--- src/hw/rtl/csvt_pkg.sv ---
`timescale 1ns / 1ps
// ----------------------------------------------------------------------------
// CSV tokenizer package
// Parse modes, special characters and the structs shared by the tokenizer.
// ----------------------------------------------------------------------------
package csvt_pkg;

	// Special characters of the text.
	localparam logic [7:0] CH_NL    = 8'h0A;
	localparam logic [7:0] CH_CR    = 8'h0D;
	localparam logic [7:0] CH_COMMA = 8'h2C;
	localparam logic [7:0] CH_QUOTE = 8'h22;

	// Parse modes. Codes above MODE_AFTERQ behave as line start.
	typedef enum logic [2:0] {
		MODE_LINE   = 3'd0,
		MODE_LINECR = 3'd1,
		MODE_FSTART = 3'd2,
		MODE_UNQ    = 3'd3,
		MODE_QUO    = 3'd4,
		MODE_AFTERQ = 3'd5
	} mode_t;

	// Parser state carried from one byte to the next.
	typedef struct packed {
		mode_t mode;
		logic  cr_pending;
	} parse_state_t;

	// One result item.
	typedef struct packed {
		logic       held_cr_out;
		logic       data_valid;
		logic [7:0] data_byte;
		logic       field_end;
		logic       record_end;
		logic       open_quote_error;
	} result_t;

endpackage

--- src/hw/rtl/csvt_step.sv ---
`timescale 1ns / 1ps
// ----------------------------------------------------------------------------
// CSV tokenizer step logic
// Combinational decode of one text byte against the current parse state:
// gives the next state and the result for that byte.
// ----------------------------------------------------------------------------
module csvt_step (
	input  logic [7:0]            text_byte,
	input  logic                  final_byte,
	input  csvt_pkg::parse_state_t cur,
	output csvt_pkg::parse_state_t nxt,
	output csvt_pkg::result_t     res
);

	logic is_nl;
	logic is_cr;
	logic is_comma;
	logic is_quote;

	assign is_nl    = (text_byte == csvt_pkg::CH_NL);
	assign is_cr    = (text_byte == csvt_pkg::CH_CR);
	assign is_comma = (text_byte == csvt_pkg::CH_COMMA);
	assign is_quote = (text_byte == csvt_pkg::CH_QUOTE);

	// Per-mode byte handling, then the end-of-text close.
	always_comb begin
		nxt = cur;
		res = '0;
		case (cur.mode)
			csvt_pkg::MODE_LINECR: begin
				if (is_nl) begin
					nxt.cr_pending = 1'b0;
					res.record_end = 1'b1;
					nxt.mode       = csvt_pkg::MODE_LINE;
				end else if (is_cr) begin
					res.held_cr_out = 1'b1;
					nxt.cr_pending  = 1'b1;
					nxt.mode        = csvt_pkg::MODE_UNQ;
				end else if (is_comma) begin
					res.held_cr_out = cur.cr_pending;
					nxt.cr_pending  = 1'b0;
					res.field_end   = 1'b1;
					nxt.mode        = csvt_pkg::MODE_FSTART;
				end else begin
					res.held_cr_out = cur.cr_pending;
					nxt.cr_pending  = 1'b0;
					res.data_valid  = 1'b1;
					res.data_byte   = text_byte;
					nxt.mode        = csvt_pkg::MODE_UNQ;
				end
			end
			csvt_pkg::MODE_FSTART: begin
				if (is_nl) begin
					res.field_end  = 1'b1;
					res.record_end = 1'b1;
					nxt.mode       = csvt_pkg::MODE_LINE;
				end else if (is_quote) begin
					nxt.mode = csvt_pkg::MODE_QUO;
				end else if (is_comma) begin
					res.field_end = 1'b1;
				end else if (is_cr) begin
					nxt.cr_pending = 1'b1;
					nxt.mode       = csvt_pkg::MODE_UNQ;
				end else begin
					res.data_valid = 1'b1;
					res.data_byte  = text_byte;
					nxt.mode       = csvt_pkg::MODE_UNQ;
				end
			end
			csvt_pkg::MODE_UNQ, csvt_pkg::MODE_QUO: begin
				if (is_nl) begin
					nxt.cr_pending       = 1'b0;
					res.field_end        = 1'b1;
					res.record_end       = 1'b1;
					res.open_quote_error = (cur.mode == csvt_pkg::MODE_QUO);
					nxt.mode             = csvt_pkg::MODE_LINE;
				end else if (is_cr) begin
					// A second carriage return releases the one already held.
					res.held_cr_out = cur.cr_pending;
					nxt.cr_pending  = 1'b1;
				end else if (cur.mode == csvt_pkg::MODE_UNQ && is_comma) begin
					res.held_cr_out = cur.cr_pending;
					nxt.cr_pending  = 1'b0;
					res.field_end   = 1'b1;
					nxt.mode        = csvt_pkg::MODE_FSTART;
				end else if (cur.mode == csvt_pkg::MODE_QUO && is_quote) begin
					res.held_cr_out = cur.cr_pending;
					nxt.cr_pending  = 1'b0;
					nxt.mode        = csvt_pkg::MODE_AFTERQ;
				end else begin
					res.held_cr_out = cur.cr_pending;
					nxt.cr_pending  = 1'b0;
					res.data_valid  = 1'b1;
					res.data_byte   = text_byte;
				end
			end
			csvt_pkg::MODE_AFTERQ: begin
				// Bytes after a closing quote are dropped up to comma or newline.
				if (is_nl) begin
					res.field_end  = 1'b1;
					res.record_end = 1'b1;
					nxt.mode       = csvt_pkg::MODE_LINE;
				end else if (is_comma) begin
					res.field_end = 1'b1;
					nxt.mode      = csvt_pkg::MODE_FSTART;
				end
			end
			default: begin
				nxt.mode       = csvt_pkg::MODE_LINE;
				nxt.cr_pending = 1'b0;
				if (is_quote) begin
					nxt.mode = csvt_pkg::MODE_QUO;
				end else if (is_comma) begin
					res.field_end = 1'b1;
					nxt.mode      = csvt_pkg::MODE_FSTART;
				end else if (is_cr) begin
					nxt.cr_pending = 1'b1;
					nxt.mode       = csvt_pkg::MODE_LINECR;
				end else if (!is_nl) begin
					res.data_valid = 1'b1;
					res.data_byte  = text_byte;
					nxt.mode       = csvt_pkg::MODE_UNQ;
				end
			end
		endcase

		// The last byte of the text closes any open field and record.
		if (final_byte) begin
			nxt.cr_pending = 1'b0;
			if (nxt.mode == csvt_pkg::MODE_LINECR) begin
				res.record_end = 1'b1;
			end else if (nxt.mode != csvt_pkg::MODE_LINE) begin
				res.field_end  = 1'b1;
				res.record_end = 1'b1;
				if (nxt.mode == csvt_pkg::MODE_QUO) begin
					res.open_quote_error = 1'b1;
				end
			end
			nxt.mode = csvt_pkg::MODE_LINE;
		end
	end

endmodule

--- src/hw/rtl/csv_field_tokenizer.sv ---
`timescale 1ns / 1ps
// ----------------------------------------------------------------------------
// CSV field tokenizer
// Splits CSV text, one byte per transfer, into content bytes and field and
// record end marks, one result per byte.
// ----------------------------------------------------------------------------
// The tokenizer takes one byte per clock when not stalled and gives one result
// per byte: the byte is captured in an input register, decoded against the
// parse state in one pass of short logic, and the result lands in an output
// register. The parse state advances once per byte, which is what sets the
// sustained rate of one byte every cycle while res_stall is low. The output
// register holds a result under res_stall while the input register keeps the
// next byte, so a stall reaches src_stall only when both are full.
module csv_field_tokenizer (
	input  logic       clk,
	input  logic       arst_n,
	input  logic       src_valid,
	output logic       src_stall,
	input  logic [7:0] text_byte,
	input  logic       final_byte,
	output logic       res_valid,
	input  logic       res_stall,
	output logic       held_cr_out,
	output logic       data_valid,
	output logic [7:0] data_byte,
	output logic       field_end,
	output logic       record_end,
	output logic       open_quote_error
);

	logic                   valid_s1;
	logic [7:0]             text_byte_s1;
	logic                   final_byte_s1;
	logic                   valid_s2;
	csvt_pkg::result_t      res_s2;
	csvt_pkg::parse_state_t state_q;
	csvt_pkg::parse_state_t state_nxt;
	csvt_pkg::result_t      res_nxt;
	logic                   out_free;
	logic                   s1_adv;
	logic                   s1_free;

	// Flow control between the two register stages.
	assign out_free  = !valid_s2 || !res_stall;
	assign s1_adv    = valid_s1 && out_free;
	assign s1_free   = !valid_s1 || out_free;
	assign src_stall = !s1_free;

	// Input register control.
	always_ff @(posedge clk or negedge arst_n) begin
		if (!arst_n) begin
			valid_s1 <= 1'b0;
		end else if (s1_free) begin
			valid_s1 <= src_valid;
		end
	end

	// Input register payload.
	always_ff @(posedge clk) begin
		if (s1_free && src_valid) begin
			text_byte_s1  <= text_byte;
			final_byte_s1 <= final_byte;
		end
	end

	// Byte decode.
	csvt_step u_step (
		.text_byte  (text_byte_s1),
		.final_byte (final_byte_s1),
		.cur        (state_q),
		.nxt        (state_nxt),
		.res        (res_nxt)
	);

	// Parse state and output valid advance when a byte moves into the result.
	always_ff @(posedge clk or negedge arst_n) begin
		if (!arst_n) begin
			state_q.mode       <= csvt_pkg::MODE_LINE;
			state_q.cr_pending <= 1'b0;
			valid_s2           <= 1'b0;
		end else begin
			if (s1_adv) begin
				state_q <= state_nxt;
			end
			if (out_free) begin
				valid_s2 <= valid_s1;
			end
		end
	end

	// Result register payload.
	always_ff @(posedge clk) begin
		if (s1_adv) begin
			res_s2 <= res_nxt;
		end
	end

	assign res_valid        = valid_s2;
	assign held_cr_out      = res_s2.held_cr_out;
	assign data_valid       = res_s2.data_valid;
	assign data_byte        = res_s2.data_byte;
	assign field_end        = res_s2.field_end;
	assign record_end       = res_s2.record_end;
	assign open_quote_error = res_s2.open_quote_error;

	// An unclosed quote is only ever reported together with a closed record.
	assert property (@(posedge clk) disable iff (!arst_n)
		(res_valid && open_quote_error) |-> (record_end && field_end))
		else $error("open quote flag without record end");

	// Content-free results carry a zero byte.
	assert property (@(posedge clk) disable iff (!arst_n)
		(res_valid && !data_valid) |-> (data_byte == 8'd0))
		else $error("nonzero data byte without data valid");

	// A carriage return is held only in modes that can release it.
	assert property (@(posedge clk) disable iff (!arst_n)
		state_q.cr_pending |-> (state_q.mode == csvt_pkg::MODE_LINECR ||
			state_q.mode == csvt_pkg::MODE_UNQ || state_q.mode == csvt_pkg::MODE_QUO))
		else $error("carriage return held in wrong mode");

	// The last byte of the text leaves the parser at line start.
	assert property (@(posedge clk) disable iff (!arst_n)
		(s1_adv && final_byte_s1) |=>
			(state_q.mode == csvt_pkg::MODE_LINE && !state_q.cr_pending))
		else $error("parser not reset after final byte");

endmodule
--- config.mk ---
export PLATFORM = sky130hd
export DESIGN_NAME = csv_field_tokenizer
export DESIGN_NICKNAME = d
export VERILOG_FILES = /design/src/hw/rtl/csvt_pkg.sv /design/src/hw/rtl/csvt_step.sv /design/src/hw/rtl/csv_field_tokenizer.sv
export SDC_FILE = /design/constraint.sdc
export NUM_CORES = 1
export LEC_CHECK = 0
export BUFFER_PORTS_ARGS = -buffer_cell sky130_fd_sc_hd__buf_2
export CAP_MARGIN = 20
export CELL_PAD_IN_SITES_DETAIL_PLACEMENT = 0
export CELL_PAD_IN_SITES_GLOBAL_PLACEMENT = 1
export CORE_AREA = 2 2 63 65
export CTS_BUF_LIST = sky130_fd_sc_hd__clkbuf_4
export DETAILED_ROUTE_END_ITERATION = 16
export DIE_AREA = 0 0 65 67
export PLACE_DENSITY_LB_ADDON = 0.05
export SYNTH_ARGS = -nofsm -noshare
export SYNTH_HDL_FRONTEND = slang
export SYNTH_SLANG_ARGS = --single-unit
--- constraint.sdc ---
create_clock -name clk -period 2.4 [get_ports clk]
set_clock_uncertainty 0.1 [all_clocks]
set_input_delay 0.48 -clock clk [delete_from_list [all_inputs] [get_ports clk]]
set_output_delay 0.48 -clock clk [all_outputs]
set_load 0.02 [all_outputs]
==> results of run 1 <==
-- state kept, by name, indices dropped and copies added, names as in the netlist --
name / cells
data_byte: 8
text_byte_s1: 8
state_q: 4
data_valid: 1
field_end: 1
final_byte_s1: 1
held_cr_out: 1
open_quote_error: 1
record_end: 1
res_valid: 1
valid_s1: 1
-- metal layers --
metal	global-route usage [%]	wire [µm]	vias to the layer above
met2	28.7	1660	55
met3	2.53	193	2
li1	-	-	615
met5	0	0	-
met1	24.7	1600	607
met4	6.38	22	0
-- cells in the mapped netlist, types with 2 or more instances --
master / instances
and3_1: 2
edfxtp_1: 22
a21oi_1: 9
dfrtp_1: 6
a31oi_1: 3
nor3b_1: 2
nor4b_4: 2
a211oi_1: 2
o41ai_1: 2
nand2b_1: 3
nand3_1: 5
nor3_1: 3
inv_1: 3
and2_1: 6
nand2_1: 22
buf_2: 2
a22o_1: 3
nor2b_1: 3
clkbuf_1: 5
nor2_1: 6
a21boi_0: 2
o21ai_0: 10
-- area by class of cell --
type,instances,share of cell area [%]
clock buffer,3,1.24
clock inverter,1,1.66
inverter,3,0.622
multi-input combinational,108,38.3
sequential,28,44.8
tap,48,3.32
timing repair buffer,33,10.1
-- power breakdown --
group / leakage (nW) / switching (mW) / internal [mW] / total, mW
registers: 0.283 / 0.0455 / 0.564 / 0.610
clock network: 0.0279 / 0.140 / 0.169 / 0.309
logic: 0.384 / 0.0956 / 0.0649 / 0.161
-- cells by family (layout without fill, tap and decap cells) --
kind of cell	after synthesis	in the layout
simple gates	65	65
compound gates	42	42
flops	28	28
buf+inv	11	40
fa+ha+maj	1	1
-- worst max-delay path, delay by kind of cell (launching register included) --
kind             cells  cell delay [ps]
flip-flops           1              530
AND/OR/NAND/NOR      2              540
AO/OA/AOI/OAI        2              770
-- how the worst max path moves through the flow --
stage              endpoint  slack [ps]  depth (start not counted)
3_3_place_gp      field_end         280                          4
3_5_place_dp      field_end         260                          4
5_1_grt        data_byte[1]         120                          6
2_1_floorplan     field_end         430                          4
4_1_cts           field_end         240                          4
6_report          field_end         230                          4
-- timing repair --
item                                    CTS  global route
endpoints found under the setup margin    0             0
resized for setup                         0             0
hold buffers                              1             0
endpoints found under the hold margin     6             0
==> impl_results.md, run 1 <==
* WP data required at 2390 ps
* Insertion delay to the later sink of the worst-skew pair at 330 ps
* F_max at 461 MHz
* Post-synth EDFFs at 22
* Via/cell ratio at 5.71
* Final design utilization at 50.2%
* Yosys warns at 0
* R2r setup slk at 230 ps
* Synth Area in Compound Gates at 18.3%
* Largest cells by area after synthesis: edfxtp_1 (43%), dfrtp_1 (9.7%), nand2_1 (5.3%)
* # clock sinks at 28
* Worst Setup SP: text_byte_s1[0]
* Antenna cells at 0
* Crit path cell chain: and4bb_4 -> nand3_2 -> a32o_1 -> a2111o_1
* Final Instance Area at 0.00181 mm²
* First-pass GRT wire length at 5.84 mm
* Fill count at 326
* GP Congestion at 0.861
* Reg2reg end: field_end
* Power Density at 596 mW/mm²
* Place WS at 265 ps
* Most frequent cells in the layout: buf_2 (27), nand2_1 (22), edfxtp_1 (22)
* Root buffer cell: clkbuf_4
* Max-Cap Viols at 0
* Xor/xnor cell area share of the yosys netlist at 0%
* # DRC at 0
* Worst hold margin at 210 ps
* Fin. max-slew vios at 0
* Tightest Hold Check Type: in -> reg
* Min-Delay Endpoint: text_byte_s1[1]
* Drt initial violations at 71
* Largest family of logic cells by synthesized area: simple AND/OR/NAND/NOR gates
* Post-Route Setup TNS at 0 ps
* Top-area cell type share of the netlist area at 42.6%
* Die area at 0.00436 mm²
* I/O Buffers at 27
* Critical Path End Type: flop
* Yosys cell types at 46
* CP Launch Type: flop
* Antenna Nets Post-Route at 0
* Vias in the first global route at 1146
* Post-synthesis adder-cell area fraction at 0.645%
* CTS Buf Count at 3
* Cells after DPL at 219
* Actual slew at the worst max-slew pin at 735 ps
* Die extent in x at 65 µm
* Clock-pin transition on the worst setup and hold timing paths at 150 ps
* CTS tree: built
* TritonRoute pass-1 iters at 5
* Reg2Reg Depth at 4
* Layout area overhead at 16.7%
* Finished Layout Cells at 224
* Setup Crit Path Kind: reg -> reg
* CP max stage delay at 530 ps
* Ys flop type: edfxtp_1
* Area occupied by multi-input gates at 693 µm²
* Async set-or-reset flop fraction in the synthesized netlist at 21.4%
* Crit path max-delay cell type: edfxtp_1
* Die height at 67 µm
* Layout cells sized above 1 at 23.3%
* Wire length per cell at 15.5 µm
* Synth Net Count at 160
* Final WS setup at 229 ps
* Slew HR at 50.9%
* Final HPWL from detailed placement at 2.55 mm
* Gr usage total at 17.9%
* Postcts setup bufs at 0
* FF+latch area at 811 µm²
* Worst Path Arrival at 2160 ps
* Ports at 28
* Mean Syn Cell Area at 10.6 µm²
* Area of the mapped netlist at 0.00155 mm²
* Pin count of the biggest net entering global routing at 18
* Min cycle time layout at 2170 ps
* Core area at 0.00361 mm²
* Via count at 1279
* Final Hold Viols at 0
* Reg-to-reg startpoint: text_byte_s1[0]
* H-tree levels at 1
* Final #Nets at 190
* Most common cell after layout, fill and taps aside: buf_2
* Placement row count at 22
* Static Leak at 0.695 nW
* Tcrit/Tclk final at 90.4%
* Gr ovfl total at 0
* Wirelength, routed at 3.48 mm
* Gate Count Post-Synth at 147
* Status: finished clean
* CP max FO at 7
* Mux cell area share after synthesis at 0%
* Post-DP Area at 0.00175 mm²
* Register bit total from synthesis at 28
* Final number of setup-violating endpoints at 0
* Synth Area in Simple Gates at 25.7%
* Min-Delay Path Depth at 1
* Sequential-to-total area share from yosys stat at 52.3%
* Hold Crit Start: text_byte[1]
* RSZ-0062 raised after global routing: no
* Synth area leader: edfxtp_1
* Longest Clk Path Bufs at 2
* Peak VDD IR at 371 µV
* Initial antenna violation count at 0
* Initial Util at 43.0%
* Total chip power at 1.08 mW
Power figures use the tool's default switching activity.
==> run 2, diff against run 1 <==
--- a/config.mk
+++ b/config.mk
@@ -9,10 +9,10 @@
 export CAP_MARGIN = 20
 export CELL_PAD_IN_SITES_DETAIL_PLACEMENT = 0
 export CELL_PAD_IN_SITES_GLOBAL_PLACEMENT = 1
-export CORE_AREA = 2 2 63 65
+export CORE_AREA = 2 2 48 84
 export CTS_BUF_LIST = sky130_fd_sc_hd__clkbuf_4
 export DETAILED_ROUTE_END_ITERATION = 16
-export DIE_AREA = 0 0 65 67
+export DIE_AREA = 0 0 50 86
 export PLACE_DENSITY_LB_ADDON = 0.05
 export SYNTH_ARGS = -nofsm -noshare
 export SYNTH_HDL_FRONTEND = slang
==> run 2 against run 1 <==
Via count increased by 2.4%. First-iteration DRC count down 23%. Clock-buffer cell count stayed put. Largest cell class unchanged.
==> impl_results.md, run 2 (synthesized netlist as in run 1, its figures left out) <==
* Fin. max-slew vios at 0 (unchanged)
* Reg2reg end: field_end (unchanged)
* Die area at 0.00430 mm² (was 0.00436 mm²)
* CP max FO at 7 (unchanged)
* Wirelength, routed at 3.53 mm (was 3.48 mm)
* Final HPWL from detailed placement at 2.63 mm (was 2.55 mm)
* Min-Delay Path Depth at 1 (unchanged)
* Longest Clk Path Bufs at 2 (unchanged)
* Final design utilization at 51.0% (was 50.2%)
* Final number of setup-violating endpoints at 0 (unchanged)
* Reg2Reg Depth at 6 (was 4)
* Static Leak at 0.711 nW (was 0.695 nW)
* Critical Path End Type: flop (unchanged)
* Insertion delay to the later sink of the worst-skew pair at 320 ps (was 330 ps)
* Power Density at 592 mW/mm² (was 596 mW/mm²)
* Root buffer cell: clkbuf_4 (unchanged)
* I/O Buffers at 27 (unchanged)
* WP data required at 2400 ps (was 2390 ps)
* Drt initial violations at 55 (was 71)
* Most common cell after layout, fill and taps aside: buf_2 (unchanged)
* # clock sinks at 28 (unchanged)
* First-pass GRT wire length at 6.15 mm (was 5.84 mm)
* Setup Crit Path Kind: reg -> reg (unchanged)
* CP Launch Type: flop (unchanged)
* Area occupied by multi-input gates at 693 µm² (unchanged)
* Core area at 0.00359 mm² (was 0.00361 mm²)
* TritonRoute pass-1 iters at 4 (was 5)
* Tcrit/Tclk final at 91.9% (was 90.4%)
* Tightest Hold Check Type: in -> reg (unchanged)
* Initial Util at 43.2% (was 43.0%)
* Final #Nets at 193 (was 190)
* Hold Crit Start: text_byte[0] (was text_byte[1])
* Worst Path Arrival at 2200 ps (was 2160 ps)
* Post-CTS resize count at 0 (unchanged)
* # DRC at 0 (unchanged)
* Antenna cells at 0 (unchanged)
* FF+latch area at 811 µm² (unchanged)
* Fill count at 337 (was 326)
* Reg-to-reg startpoint: text_byte_s1[0] (unchanged)
* Layout area overhead at 18.0% (was 16.7%)
* CTS tree: built (unchanged)
* Initial antenna violation count at 0 (unchanged)
* GP Congestion at 0.877 (was 0.861)
* Most frequent cells in the layout: buf_2 (27), nand2_1 (22), edfxtp_1 (22) (unchanged)
* CTS Buf Count at 3 (unchanged)
* Wire length per cell at 15.7 µm (was 15.5 µm)
* Vias in the first global route at 1335 (was 1146)
* Actual slew at the worst max-slew pin at 702 ps (was 735 ps)
* Gr ovfl total at 0 (unchanged)
* Status: finished clean (unchanged)
* Layout cells sized above 1 at 24.6% (was 23.3%)
* Gr usage total at 18.6% (was 17.9%)
* H-tree levels at 1 (unchanged)
* Die extent in x at 50 µm (was 65 µm)
* Die height at 86 µm (was 67 µm)
* RSZ-0062 raised after global routing: no (unchanged)
* Pin count of the biggest net entering global routing at 17 (was 18)
* R2r setup slk at 200 ps (was 230 ps)
* Via/cell ratio at 5.82 (was 5.71)
* F_max at 454 MHz (was 461 MHz)
* Max-Cap Viols at 0 (unchanged)
* Min-Delay Endpoint: text_byte_s1[0] (was text_byte_s1[1])
* Clock-pin transition on the worst setup and hold timing paths at 150 ps (about the same)
* Post-Route Setup TNS at 0 ps (unchanged)
* Placement row count at 29 (was 22)
* Peak VDD IR at 339 µV (was 371 µV)
* Via count at 1310 (was 1279)
* Slew HR at 53.1% (was 50.9%)
* Antenna Nets Post-Route at 0 (unchanged)
* Final Hold Viols at 0 (unchanged)
* Min cycle time layout at 2200 ps (was 2170 ps)
* Ports at 28 (unchanged)
==> run 2: cell types whose count changed in the layout (fill, tap and decap cells not counted), sizes merged <==
| cell | delta |
|---|---|
| buf | +3 |
==> run 2: critical path, stage by stage, from the launching register on <==
cell and delay [ps]:
edfxtp_1 540, nor4b_4 470, buf_4 190, nand2_1 100, a21oi_1 170, a221oi_1 90, a2111o_1 310
==> run 2: how the worst max path moves through the flow <==
stage / endpoint / depth (start not counted) / from
floorplan: field_end / 4 / text_byte_s1[0]
CTS: field_end / 6 / text_byte_s1[0]
finish: field_end / 6 / text_byte_s1[0]
global placement: field_end / 6 / text_byte_s1[0]
detailed placement: field_end / 6 / text_byte_s1[0]
global route: data_byte[1] / 6 / text_byte_s1[7]
==> run 2: report_power, final <==
group	switching, mW	total (mW)	internal, mW
logic	0.103	0.172	0.0694
registers	0.0393	0.604	0.564
clock network	0.138	0.307	0.169
==> run 2: layout make-up <==
class / count / area share, %
inverters: 3 / 0.615
repair buffers: 36 / 11.2
well taps: 46 / 3.14
multi-input cells: 108 / 37.9
clock inverters: 1 / 1.64
clock buffers: 3 / 1.23
flip-flops and latches: 28 / 44.3
==> run 2: per-layer routing <==
metal / vias to the layer above / GRT usage (%) / part of all wire [%]
li1: 623 / - / -
met1: 630 / 21.4 / 39
met2: 49 / 34.3 / 55
met3: 8 / 1.74 / 4.3
met4: 0 / 7.07 / 1.8
met5: - / 0 / 0
==> run 2: per-stage QoR <==
step / hold WS, ps / worst slack [ps] / total power [mW] / area (µm²) / instances
after CTS: 202 / 218 / 1.09 / 1830 / 225
after global routing: 188 / 91.0 / 1.14 / 1830 / 225
after global placement: 204 / 226 / 0.787 / 1770 / 220
after detailed placement: 205 / 229 / 0.785 / 1770 / 220
after floorplan: 84.4 / 429 / 0.721 / 1550 / 147
final: 216 / 195 / 1.08 / 1830 / 225
==> run 2: what timing repair did <==
item                       4_1_cts  5_1_grt
hold endpoints to repair         6        0
buffers inserted                 0        0
setup endpoints to repair        0        0
hold buffers                     1        0
